### src/design/hfhp_pkg.sv
// ---------------------------------------------------------------------------
// hfhp_pkg: shared types and constants of the hdlc frame header parser
// Field widths, header constants, result kinds and the result record.
// ---------------------------------------------------------------------------
package hfhp_pkg;

  // field widths
  localparam int BYTE_W     = 8;
  localparam int LEN_W      = 11;
  localparam int ADDR_W     = 28;
  localparam int HDR_CNT_W  = 4;

  // address bytes: seven value bits each, ends at the byte with bit 0 set
  localparam int MAX_ADDR_BYTES = 4;
  localparam int ADDR_CNT_W     = $clog2(MAX_ADDR_BYTES + 1);
  localparam int ADDR_END_BIT   = 0;

  // stream constants
  localparam logic [BYTE_W-1:0] FLAG_BYTE       = 8'h7E;
  localparam logic [LEN_W-1:0]  MAX_PAYLOAD_RST = 11'h7FF;
  localparam int                FCS_BYTES       = 2;

  // result kinds
  typedef enum logic [1:0] {
    KIND_DATA     = 2'd0,
    KIND_EMPTY    = 2'd1,
    KIND_LEN_ERR  = 2'd2,
    KIND_ADDR_ERR = 2'd3
  } kind_e;

  // one result record
  typedef struct packed {
    kind_e              kind;
    logic [BYTE_W-1:0]  data_byte;
    logic               last;
    logic [ADDR_W-1:0]  dest_addr;
    logic [ADDR_W-1:0]  src_addr;
    logic [BYTE_W-1:0]  control;
  } res_t;

endpackage

### src/design/hfhp_byte_if.sv
// ---------------------------------------------------------------------------
// hfhp_byte_if: received byte channel
// Carries one raw byte of the hdlc stream per request.
// ---------------------------------------------------------------------------
interface hfhp_byte_if import hfhp_pkg::*; ();
  logic              valid;
  logic              ready;
  logic [BYTE_W-1:0] rx_byte;

  modport source (output valid, output rx_byte, input ready);
  modport sink   (input valid, input rx_byte, output ready);
endinterface

### src/design/hfhp_res_if.sv
// ---------------------------------------------------------------------------
// hfhp_res_if: parser result channel
// Carries one payload byte, empty-frame marker or error per request.
// ---------------------------------------------------------------------------
interface hfhp_res_if import hfhp_pkg::*; ();
  logic              valid;
  logic              ready;
  logic [1:0]        kind;
  logic [BYTE_W-1:0] data_byte;
  logic              last;
  logic [ADDR_W-1:0] dest_addr;
  logic [ADDR_W-1:0] src_addr;
  logic [BYTE_W-1:0] control;

  modport source (output valid, output kind, output data_byte, output last,
                  output dest_addr, output src_addr, output control, input ready);
  modport sink   (input valid, input kind, input data_byte, input last,
                  input dest_addr, input src_addr, input control, output ready);
endinterface

### src/design/hfhp_cfg_if.sv
// ---------------------------------------------------------------------------
// hfhp_cfg_if: configuration write channel
// Carries the write data of the max_payload register.
// ---------------------------------------------------------------------------
interface hfhp_cfg_if import hfhp_pkg::*; ();
  logic             valid;
  logic             ready;
  logic [LEN_W-1:0] max_payload;

  modport source (output valid, output max_payload, input ready);
  modport sink   (input valid, input max_payload, output ready);
endinterface

### src/design/hfhp_core.sv
// ---------------------------------------------------------------------------
// hfhp_core: header state machine and result register
// Takes one registered byte per step, walks the frame header and hands out
// payload bytes, empty-frame markers and errors through a result register.
// ---------------------------------------------------------------------------
module hfhp_core import hfhp_pkg::*; (
  input  logic              clk_i,
  input  logic              rst_ni,
  input  logic              step_i,
  input  logic [BYTE_W-1:0] byte_i,
  input  logic [LEN_W-1:0]  max_payload_i,
  output logic              step_ready_o,
  output logic              res_valid_o,
  input  logic              res_ready_i,
  output res_t              res_o
);

  typedef enum logic [3:0] {
    PH_HUNT    = 4'd0,
    PH_FMT_HI  = 4'd1,
    PH_FMT_LO  = 4'd2,
    PH_DEST    = 4'd3,
    PH_SRC     = 4'd4,
    PH_CTRL    = 4'd5,
    PH_HCS_A   = 4'd6,
    PH_HCS_B   = 4'd7,
    PH_PAYLOAD = 4'd8
  } phase_e;

  localparam int PLEN_W = LEN_W + 2;

  phase_e                phase_q, phase_d;
  logic [LEN_W-1:0]      frame_len_q, frame_len_d;
  logic [ADDR_W-1:0]     dest_q, dest_d;
  logic [ADDR_W-1:0]     src_q, src_d;
  logic [ADDR_CNT_W-1:0] addr_cnt_q, addr_cnt_d;
  logic [HDR_CNT_W-1:0]  hdr_cnt_q, hdr_cnt_d;
  logic [BYTE_W-1:0]     ctrl_q, ctrl_d;
  logic [LEN_W-1:0]      pay_left_q, pay_left_d;
  logic                  res_valid_q, res_valid_d;
  res_t                  res_q, res_d;

  logic                  take;
  logic [ADDR_CNT_W-1:0] addr_cnt_inc;
  logic [HDR_CNT_W-1:0]  hdr_cnt_inc;
  logic                  addr_end;
  logic                  addr_too_long;
  logic [ADDR_W-1:0]     dest_shift;
  logic [ADDR_W-1:0]     src_shift;
  logic [PLEN_W-1:0]     plen;
  logic                  plen_neg;
  logic                  plen_big;

  // the result register frees up when its request is taken
  assign step_ready_o = !res_valid_q || res_ready_i;
  assign take         = step_i && step_ready_o;

  // address byte helpers
  assign addr_cnt_inc  = addr_cnt_q + ADDR_CNT_W'(1);
  assign hdr_cnt_inc   = hdr_cnt_q + HDR_CNT_W'(1);
  assign addr_end      = byte_i[ADDR_END_BIT];
  assign addr_too_long = !addr_end && (addr_cnt_inc >= ADDR_CNT_W'(MAX_ADDR_BYTES));
  assign dest_shift    = {dest_q[ADDR_W-8:0], byte_i[BYTE_W-1:1]};
  assign src_shift     = {src_q[ADDR_W-8:0], byte_i[BYTE_W-1:1]};

  // payload length: frame length less header and fcs bytes
  assign plen     = PLEN_W'(frame_len_q) - PLEN_W'(hdr_cnt_inc) - PLEN_W'(FCS_BYTES);
  assign plen_neg = plen[PLEN_W-1];
  assign plen_big = plen[LEN_W:0] > {1'b0, max_payload_i};

  // next state and result
  always_comb begin
    phase_d     = phase_q;
    frame_len_d = frame_len_q;
    dest_d      = dest_q;
    src_d       = src_q;
    addr_cnt_d  = addr_cnt_q;
    hdr_cnt_d   = hdr_cnt_q;
    ctrl_d      = ctrl_q;
    pay_left_d  = pay_left_q;
    res_valid_d = res_valid_q && !res_ready_i;
    res_d       = res_q;
    if (take) begin
      res_d.kind      = KIND_DATA;
      res_d.data_byte = '0;
      res_d.last      = 1'b1;
      res_d.dest_addr = dest_q;
      res_d.src_addr  = src_q;
      res_d.control   = ctrl_q;
      case (phase_q)
        PH_HUNT: begin
          if (byte_i == FLAG_BYTE) begin
            frame_len_d = '0;
            dest_d      = '0;
            src_d       = '0;
            addr_cnt_d  = '0;
            hdr_cnt_d   = '0;
            ctrl_d      = '0;
            pay_left_d  = '0;
            phase_d     = PH_FMT_HI;
          end
        end
        PH_FMT_HI: begin
          if (byte_i != FLAG_BYTE) begin
            frame_len_d = {byte_i[LEN_W-BYTE_W-1:0], {BYTE_W{1'b0}}};
            hdr_cnt_d   = HDR_CNT_W'(1);
            phase_d     = PH_FMT_LO;
          end
        end
        PH_FMT_LO: begin
          frame_len_d = {frame_len_q[LEN_W-1:BYTE_W], byte_i};
          hdr_cnt_d   = HDR_CNT_W'(2);
          addr_cnt_d  = '0;
          phase_d     = PH_DEST;
        end
        PH_DEST: begin
          dest_d     = dest_shift;
          addr_cnt_d = addr_cnt_inc;
          hdr_cnt_d  = hdr_cnt_inc;
          if (addr_end) begin
            addr_cnt_d = '0;
            phase_d    = PH_SRC;
          end else if (addr_too_long) begin
            phase_d         = PH_HUNT;
            res_valid_d     = 1'b1;
            res_d.kind      = KIND_ADDR_ERR;
            res_d.dest_addr = dest_shift;
          end
        end
        PH_SRC: begin
          src_d      = src_shift;
          addr_cnt_d = addr_cnt_inc;
          hdr_cnt_d  = hdr_cnt_inc;
          if (addr_end) begin
            phase_d = PH_CTRL;
          end else if (addr_too_long) begin
            phase_d        = PH_HUNT;
            res_valid_d    = 1'b1;
            res_d.kind     = KIND_ADDR_ERR;
            res_d.src_addr = src_shift;
          end
        end
        PH_CTRL: begin
          ctrl_d    = byte_i;
          hdr_cnt_d = hdr_cnt_inc;
          phase_d   = PH_HCS_A;
        end
        PH_HCS_A: begin
          hdr_cnt_d = hdr_cnt_inc;
          phase_d   = PH_HCS_B;
        end
        PH_HCS_B: begin
          hdr_cnt_d = hdr_cnt_inc;
          phase_d   = PH_HUNT;
          if (plen_neg || plen_big) begin
            res_valid_d = 1'b1;
            res_d.kind  = KIND_LEN_ERR;
          end else if (plen == '0) begin
            res_valid_d = 1'b1;
            res_d.kind  = KIND_EMPTY;
          end else begin
            pay_left_d = plen[LEN_W-1:0];
            phase_d    = PH_PAYLOAD;
          end
        end
        PH_PAYLOAD: begin
          res_valid_d     = 1'b1;
          res_d.data_byte = byte_i;
          if (pay_left_q <= LEN_W'(1)) begin
            pay_left_d = '0;
            phase_d    = PH_HUNT;
          end else begin
            pay_left_d = pay_left_q - LEN_W'(1);
            res_d.last = 1'b0;
          end
        end
        default: begin
          phase_d = PH_HUNT;
        end
      endcase
    end
  end

  // state and result register
  always_ff @(posedge clk_i or negedge rst_ni) begin
    if (!rst_ni) begin
      phase_q     <= PH_HUNT;
      frame_len_q <= '0;
      dest_q      <= '0;
      src_q       <= '0;
      addr_cnt_q  <= '0;
      hdr_cnt_q   <= '0;
      ctrl_q      <= '0;
      pay_left_q  <= '0;
      res_valid_q <= 1'b0;
    end else begin
      phase_q     <= phase_d;
      frame_len_q <= frame_len_d;
      dest_q      <= dest_d;
      src_q       <= src_d;
      addr_cnt_q  <= addr_cnt_d;
      hdr_cnt_q   <= hdr_cnt_d;
      ctrl_q      <= ctrl_d;
      pay_left_q  <= pay_left_d;
      res_valid_q <= res_valid_d;
    end
  end

  // result payload, no reset needed
  always_ff @(posedge clk_i) begin
    res_q <= res_d;
  end

  assign res_valid_o = res_valid_q;
  assign res_o       = res_q;

  // checks
  a_nondata_last: assert property (@(posedge clk_i) disable iff (!rst_ni)
    res_valid_o && (res_o.kind != KIND_DATA) |-> res_o.last)
    else $error("non-data result without last");

  a_nondata_zero: assert property (@(posedge clk_i) disable iff (!rst_ni)
    res_valid_o && (res_o.kind != KIND_DATA) |-> (res_o.data_byte == '0))
    else $error("non-data result with data byte");

  a_new_res_from_step: assert property (@(posedge clk_i) disable iff (!rst_ni)
    res_valid_o && !$past(res_valid_o) |-> $past(take))
    else $error("result appeared without a step");

  a_addr_cnt_range: assert property (@(posedge clk_i) disable iff (!rst_ni)
    addr_cnt_q <= ADDR_CNT_W'(MAX_ADDR_BYTES))
    else $error("address byte count out of range");

  a_payload_left: assert property (@(posedge clk_i) disable iff (!rst_ni)
    (phase_q == PH_PAYLOAD) |-> (pay_left_q != '0))
    else $error("payload phase with nothing left");

endmodule

### src/design/hdlc_frame_header_parser.sv
// ---------------------------------------------------------------------------
// hdlc_frame_header_parser: top level of the hdlc frame header parser
// Input byte register, max_payload register and the header state machine.
// ---------------------------------------------------------------------------
// The parser takes one byte per clock and gives at most one result per byte.
// A byte goes into an input register, is handled by the header state machine
// and its result, if any, sits in a result register, so a result appears in
// the cycle after the core takes its byte. With the result side ready the
// block sustains one byte per cycle; a stalled result register holds the
// input register, which buffers one byte, and rx ready drops while it is
// full. No clearing pass follows reset. max_payload may be written at
// any time the parser is idle; its write channel is always ready.
module hdlc_frame_header_parser import hfhp_pkg::*; (
  input  logic       clk_i,
  input  logic       rst_ni,
  hfhp_byte_if.sink  rx_i,
  hfhp_cfg_if.sink   cfg_i,
  hfhp_res_if.source res_o
);

  logic              in_valid_q, in_valid_d;
  logic [BYTE_W-1:0] in_byte_q;
  logic [LEN_W-1:0]  max_payload_q;
  logic              step_ready;
  logic              rx_take;
  res_t              res;

  // input register accepts when empty or draining into the core
  assign rx_i.ready = !in_valid_q || step_ready;
  assign rx_take    = rx_i.valid && rx_i.ready;
  assign in_valid_d = rx_take || (in_valid_q && !step_ready);

  always_ff @(posedge clk_i or negedge rst_ni) begin
    if (!rst_ni) begin
      in_valid_q <= 1'b0;
    end else begin
      in_valid_q <= in_valid_d;
    end
  end

  always_ff @(posedge clk_i) begin
    if (rx_take) begin
      in_byte_q <= rx_i.rx_byte;
    end
  end

  // max_payload register
  assign cfg_i.ready = 1'b1;

  always_ff @(posedge clk_i or negedge rst_ni) begin
    if (!rst_ni) begin
      max_payload_q <= MAX_PAYLOAD_RST;
    end else if (cfg_i.valid) begin
      max_payload_q <= cfg_i.max_payload;
    end
  end

  // header state machine and result register
  hfhp_core u_core (
    .clk_i         (clk_i),
    .rst_ni        (rst_ni),
    .step_i        (in_valid_q),
    .byte_i        (in_byte_q),
    .max_payload_i (max_payload_q),
    .step_ready_o  (step_ready),
    .res_valid_o   (res_o.valid),
    .res_ready_i   (res_o.ready),
    .res_o         (res)
  );

  // result channel
  assign res_o.kind      = res.kind;
  assign res_o.data_byte = res.data_byte;
  assign res_o.last      = res.last;
  assign res_o.dest_addr = res.dest_addr;
  assign res_o.src_addr  = res.src_addr;
  assign res_o.control   = res.control;

  // a held byte stays put until the core takes it
  a_in_hold: assert property (@(posedge clk_i) disable iff (!rst_ni)
    in_valid_q && !step_ready |=> in_valid_q && $stable(in_byte_q))
    else $error("input byte lost while core stalled");

endmodule
### src/flat_wrapper.sv
// flat-port wrapper written by rule: the top's interface ports become plain ports
module hdlc_frame_header_parser_flat import hfhp_pkg::*;
  (clk_i, rst_ni, rx_i_valid, rx_i_rx_byte, rx_i_ready, cfg_i_valid, cfg_i_max_payload, cfg_i_ready, res_o_valid, res_o_kind, res_o_data_byte, res_o_last, res_o_dest_addr, res_o_src_addr, res_o_control, res_o_ready);
  hfhp_byte_if rx_i_i ();
  hfhp_cfg_if cfg_i_i ();
  hfhp_res_if res_o_i ();
  input  logic clk_i;
  input  logic rst_ni;
  input wire logic [$bits(rx_i_i.valid)-1:0] rx_i_valid;
  input wire logic [$bits(rx_i_i.rx_byte)-1:0] rx_i_rx_byte;
  output wire logic [$bits(rx_i_i.ready)-1:0] rx_i_ready;
  input wire logic [$bits(cfg_i_i.valid)-1:0] cfg_i_valid;
  input wire logic [$bits(cfg_i_i.max_payload)-1:0] cfg_i_max_payload;
  output wire logic [$bits(cfg_i_i.ready)-1:0] cfg_i_ready;
  output wire logic [$bits(res_o_i.valid)-1:0] res_o_valid;
  output wire logic [$bits(res_o_i.kind)-1:0] res_o_kind;
  output wire logic [$bits(res_o_i.data_byte)-1:0] res_o_data_byte;
  output wire logic [$bits(res_o_i.last)-1:0] res_o_last;
  output wire logic [$bits(res_o_i.dest_addr)-1:0] res_o_dest_addr;
  output wire logic [$bits(res_o_i.src_addr)-1:0] res_o_src_addr;
  output wire logic [$bits(res_o_i.control)-1:0] res_o_control;
  input wire logic [$bits(res_o_i.ready)-1:0] res_o_ready;
  assign rx_i_i.valid = rx_i_valid;
  assign rx_i_i.rx_byte = rx_i_rx_byte;
  assign rx_i_ready = rx_i_i.ready;
  assign cfg_i_i.valid = cfg_i_valid;
  assign cfg_i_i.max_payload = cfg_i_max_payload;
  assign cfg_i_ready = cfg_i_i.ready;
  assign res_o_valid = res_o_i.valid;
  assign res_o_kind = res_o_i.kind;
  assign res_o_data_byte = res_o_i.data_byte;
  assign res_o_last = res_o_i.last;
  assign res_o_dest_addr = res_o_i.dest_addr;
  assign res_o_src_addr = res_o_i.src_addr;
  assign res_o_control = res_o_i.control;
  assign res_o_i.ready = res_o_ready;
  hdlc_frame_header_parser u_core (.clk_i(clk_i), .rst_ni(rst_ni), .rx_i(rx_i_i), .cfg_i(cfg_i_i), .res_o(res_o_i));
endmodule
### config.mk
export PLATFORM = sky130hd
export DESIGN_NAME = hdlc_frame_header_parser_flat
export DESIGN_NICKNAME = d
export VERILOG_FILES = /design/src/design/hfhp_pkg.sv /design/src/design/hfhp_byte_if.sv /design/src/design/hfhp_res_if.sv /design/src/design/hfhp_cfg_if.sv /design/src/design/hfhp_core.sv /design/src/design/hdlc_frame_header_parser.sv /design/src/flat_wrapper.sv
export SDC_FILE = /design/constraint.sdc
export NUM_CORES = 1
export LEC_CHECK = 0
export ABC_CLOCK_PERIOD_IN_PS = 4950
export BUFFER_PORTS_ARGS = -buffer_cell sky130_fd_sc_hd__clkbuf_2
export CORE_ASPECT_RATIO = 0.5
export CORE_MARGIN = 10
export CORE_UTILIZATION = 35
export CTS_CLUSTER_SIZE = 40
export DETAILED_ROUTE_END_ITERATION = 8
export GPL_TIMING_DRIVEN = 1
export PLACE_DENSITY_LB_ADDON = 0.1
export SKIP_LAST_GASP = 1
export SLEW_MARGIN = 10
export SYNTH_ARGS = -nofsm -noshare
export SYNTH_HDL_FRONTEND = slang
export SYNTH_HIERARCHICAL = 1
export SYNTH_SLANG_ARGS = --single-unit
### constraint.sdc
create_clock -name clk_i -period 4.95 [get_ports clk_i]
set_input_delay 0.2475 -clock clk_i [delete_from_list [all_inputs] [get_ports clk_i]]
set_output_delay 0.2475 -clock clk_i [all_outputs]
set_load 0.01 [all_outputs]
==> impl_metrics.yaml <==
min_path:
  min_path_cells: 3
  hold_path_class: "primary input to flop"
  holdPathEnd: "u_core/u_core/res_valid_o"
  min_from: "res_o_ready"
yosys:
  ys_async_sr_fraction_pct: 57.0
  synth.avg_cell_area_um2: 12.3
  synthesis.area_um2: 9070
  synth_cell_types: 69
  synth_nets: 783
  syn_inst: 738
  muxShareOfSynthArea_pct: 9.64
  synthAdderAreaFrac_pct: 2.98
  dominantRegCellSynth: "dfrtp_1"
  ys_seq_area_share_pct: 58.0
  synth_compound_area_share_pct: 13.6
  yosys.area_share.simple_pct: 10.8
  synth-edff-count: 83
  ys_ff_latch: 193
  yosys_warnings: 6
  synth_xor_area_share_pct: 1.83
  synth_top_family_by_area: "compound AO/OA/AOI/OAI gates"
detailed_routing:
  drt-total-wl_um: 22300
  vias: 6277
  post-route-drc-count: 0
  drtPass1Iterations: 5
  wl_per_cell_um: 18.5
  drtIter0Drc: 484
  post_drt_via_cell_ratio: 5.20
  postRouteAntennaNets: 0
power_and_ir_drop:
  p_per_area_nw_per_um2: 665
  irDropWorstVdd_mv: 0.239
  p_leak_nw: 4.73
timing:
  worst_pin_slew_ns: 1.24
  final.setup_skew_ns: 0.0117
  fmax_mhz: 216
  slew_headroom_pct: 17.4
  finalCriticalPeriod_ns: 4.63
  final_max_slew_viol_count: 0
  finalCritPeriodShare_pct: 93.6
  setup_viol: 0
  worst_slack_ns: 0.318
  fin_setup_tns_ns: 0
  report.final.hold_viol_count: 0
clocking:
  clk_pin_slew_ns: 0.07
  cts_buffers: 17
  cts_buffer_depth: 2
  root_buffer: "clkbuf_16"
  clkSinkCount: 193
  cts_max_level: 4
  clkLatencyLatePin_ns: 0.45
  cts_tree: "done"
worst_setup_path:
  startpoint_type: "flop"
  path_max_fanout: 7
  crit_arrival_ns: 4.97
  r2r_end: "u_core/u_core/pay_left_q[0]"
  r2r_cells: 17
  critPathKind: "flop to flop"
  timing.rr.start: "u_core/u_core/hdr_cnt_q[0]"
  r2r_slack_ns: 0.32
  required_ns: 5.28
  endpoint_kind: "flop"
global_routing:
  overflow: 0
  antenna_found_initial: 0
  grt_pass1_wl_um: 35800
  grt_pass1_vias: 6313
  grt_usage_pct: 13.7
  grt_max_degree: 77
finish:
  antenna_cells: 0
  syn2layout_area_growth_pct: 19.5
  nets: 896
  fillers: 2432
  drive_gt1_share_pct: 29.4
  final_cell_area_um2: 10800
placed_design:
  gp_congestion: 0.850
  dp_hpwl_um: 14600
  port_buffers: 100
  dp_slack_ns: 0.0276
  place_area_um2: 9970
die:
  die_y_um: 134
  core_area_um2: 25300
  core.rowCount: 41
  dieArea_um2: 33200
  num_io_pins: 102
  die_w_um: 248
  initial_utilization_pct: 35.8
job:
  max-cap-violations: 0
status:
  status: "completed"
-- cell usage in the layout (no fill, tap or decap), types with 21 or more instances in the layout --
cell / instances
nor2_1: 27
dlygate4sd3_1: 21
a21oi_1: 22
inv_1: 29
mux2_2: 59
edfxtp_1: 83
dfrtp_1: 99
nand2_1: 58
o21ai_0: 37
a22o_1: 59
clkbuf_2: 99
-- stage by stage --
stage	util [%]	cells	hold WS, ns	power, mW
2_1_floorplan	-	738	-0.0481	4.72
3_3_place_gp	39.4	1155	0.411	5.68
3_5_place_dp	39.4	1155	0.407	5.72
4_1_cts	42.6	1208	0.159	7.23
5_1_grt	42.8	1208	0.181	7.73
6_report	42.8	1208	0.183	7.21
-- area by class of cell --
cell class	count	area (um^2)	area share, %
well taps	344	430	3.97
inverters	30	114	1.05
clock inverters	13	171	1.58
multi-input cells	473	3600	33.2
repair buffers	136	826	7.61
clock buffers	19	443	4.08
flip-flops and latches	193	5260	48.5
-- worst max-delay path: stages (launching register included) --
cell and delay, ns:
dfrtp_1 0.41, ha_1 0.30, inv_1 0.07, fa_1 0.45, a21o_1 0.28, a21oi_1 0.25, xnor2_2 0.21, o2111ai_2 0.26
xnor2_1 0.31, inv_1 0.10, ha_1 0.30, nand4_1 0.12, a21oi_1 0.15, nor3_1 0.09, o32ai_2 0.38, nor4b_4 0.10
a31oi_2 0.36, mux2_2 0.38
-- registers in the layout (all words and copies together), names as in the netlist --
name	cells
u_core/u_core/res_o	75
u_core/u_core/dest_q	28
u_core/u_core/src_q	28
u_core/max_payload_q	11
u_core/u_core/frame_len_q	11
u_core/u_core/pay_left_q	11
u_core/in_byte_q	8
u_core/u_core/ctrl_q	8
u_core/u_core/hdr_cnt_q	4
u_core/u_core/phase_q	4
u_core/u_core/addr_cnt_q	3
u_core/in_valid_q	1
u_core/u_core/res_valid_o	1
-- logic make-up (layout without fill, tap and decap cells) --
kind of cell             after synthesis  in the layout
AND/OR/NAND/NOR                      189            189
flip-flops                           193            193
adder cells (fa/ha/maj)               21             21
AO/OA/AOI/OAI                        169            169
multiplexers                          74             74
XOR/XNOR                              19             19
buffers and inverters                 72            198
other                                  1              1
-- timing repair --
action                                  in CTS  in global routing
buffers inserted                             0                  0
endpoints found under the setup margin       1                 13
hold buffers                                21                  0
hold endpoints to repair                    71                  0
gates resized for setup                      1                  9
-- synthesized netlist by cell type, drive strengths merged (4+ instances only) --
cell type	n	area share [%]
a2111oi	4	0.59
a211oi	4	0.33
a21oi	23	1.3
a22o	59	5.7
and3	12	0.88
buf	9	0.61
clkbuf	33	1.4
dfrtp	99	27
dfstp	11	3.2
edfxtp	83	27
ha	20	2.8
inv	30	1.2
mux2	71	9.3
nand2	58	2.4
nand2b	13	0.90
nand3	13	0.77
nand4	6	0.41
nor2	28	1.2
nor2b	7	0.48
nor3	21	1.2
nor4	8	0.55
o21ai	38	2.1
o22ai	12	0.83
or3	9	0.69
xnor2	15	1.4
xor2	4	0.39
-- worst max path at each step --
stage                                           from                           to  cells past startpoint
final                     u_core/u_core/hdr_cnt_q[0]  u_core/u_core/pay_left_q[0]                     17
after global routing      u_core/u_core/hdr_cnt_q[0]  u_core/u_core/pay_left_q[8]                     17
after CTS                 u_core/u_core/hdr_cnt_q[0]  u_core/u_core/pay_left_q[0]                     17
after detailed placement  u_core/u_core/hdr_cnt_q[0]  u_core/u_core/pay_left_q[0]                     17
after global placement    u_core/u_core/hdr_cnt_q[0]  u_core/u_core/pay_left_q[0]                     17
after floorplan           u_core/u_core/hdr_cnt_q[0]  u_core/u_core/pay_left_q[1]                     18
-- report_power, final --
group / internal (mW) / leakage (nW) / switching [mW]
sequential: 2.23 / 2.29 / 0.383
clock: 0.780 / 0.302 / 0.681
combinational: 1.33 / 2.14 / 1.81
-- routing by layer --
metal | share of wire, % | vias up | global-route usage [%] | wire [um]
li1 | - | 2984 | - | -
met1 | 48 | 3147 | 18.1 | 10700
met2 | 46 | 123 | 21.3 | 10400
met3 | 3.9 | 23 | 3.27 | 877
met4 | 1.8 | 0 | 5.22 | 412
met5 | 0 | - | 0 | 0
Power figures use the tool's default switching activity.
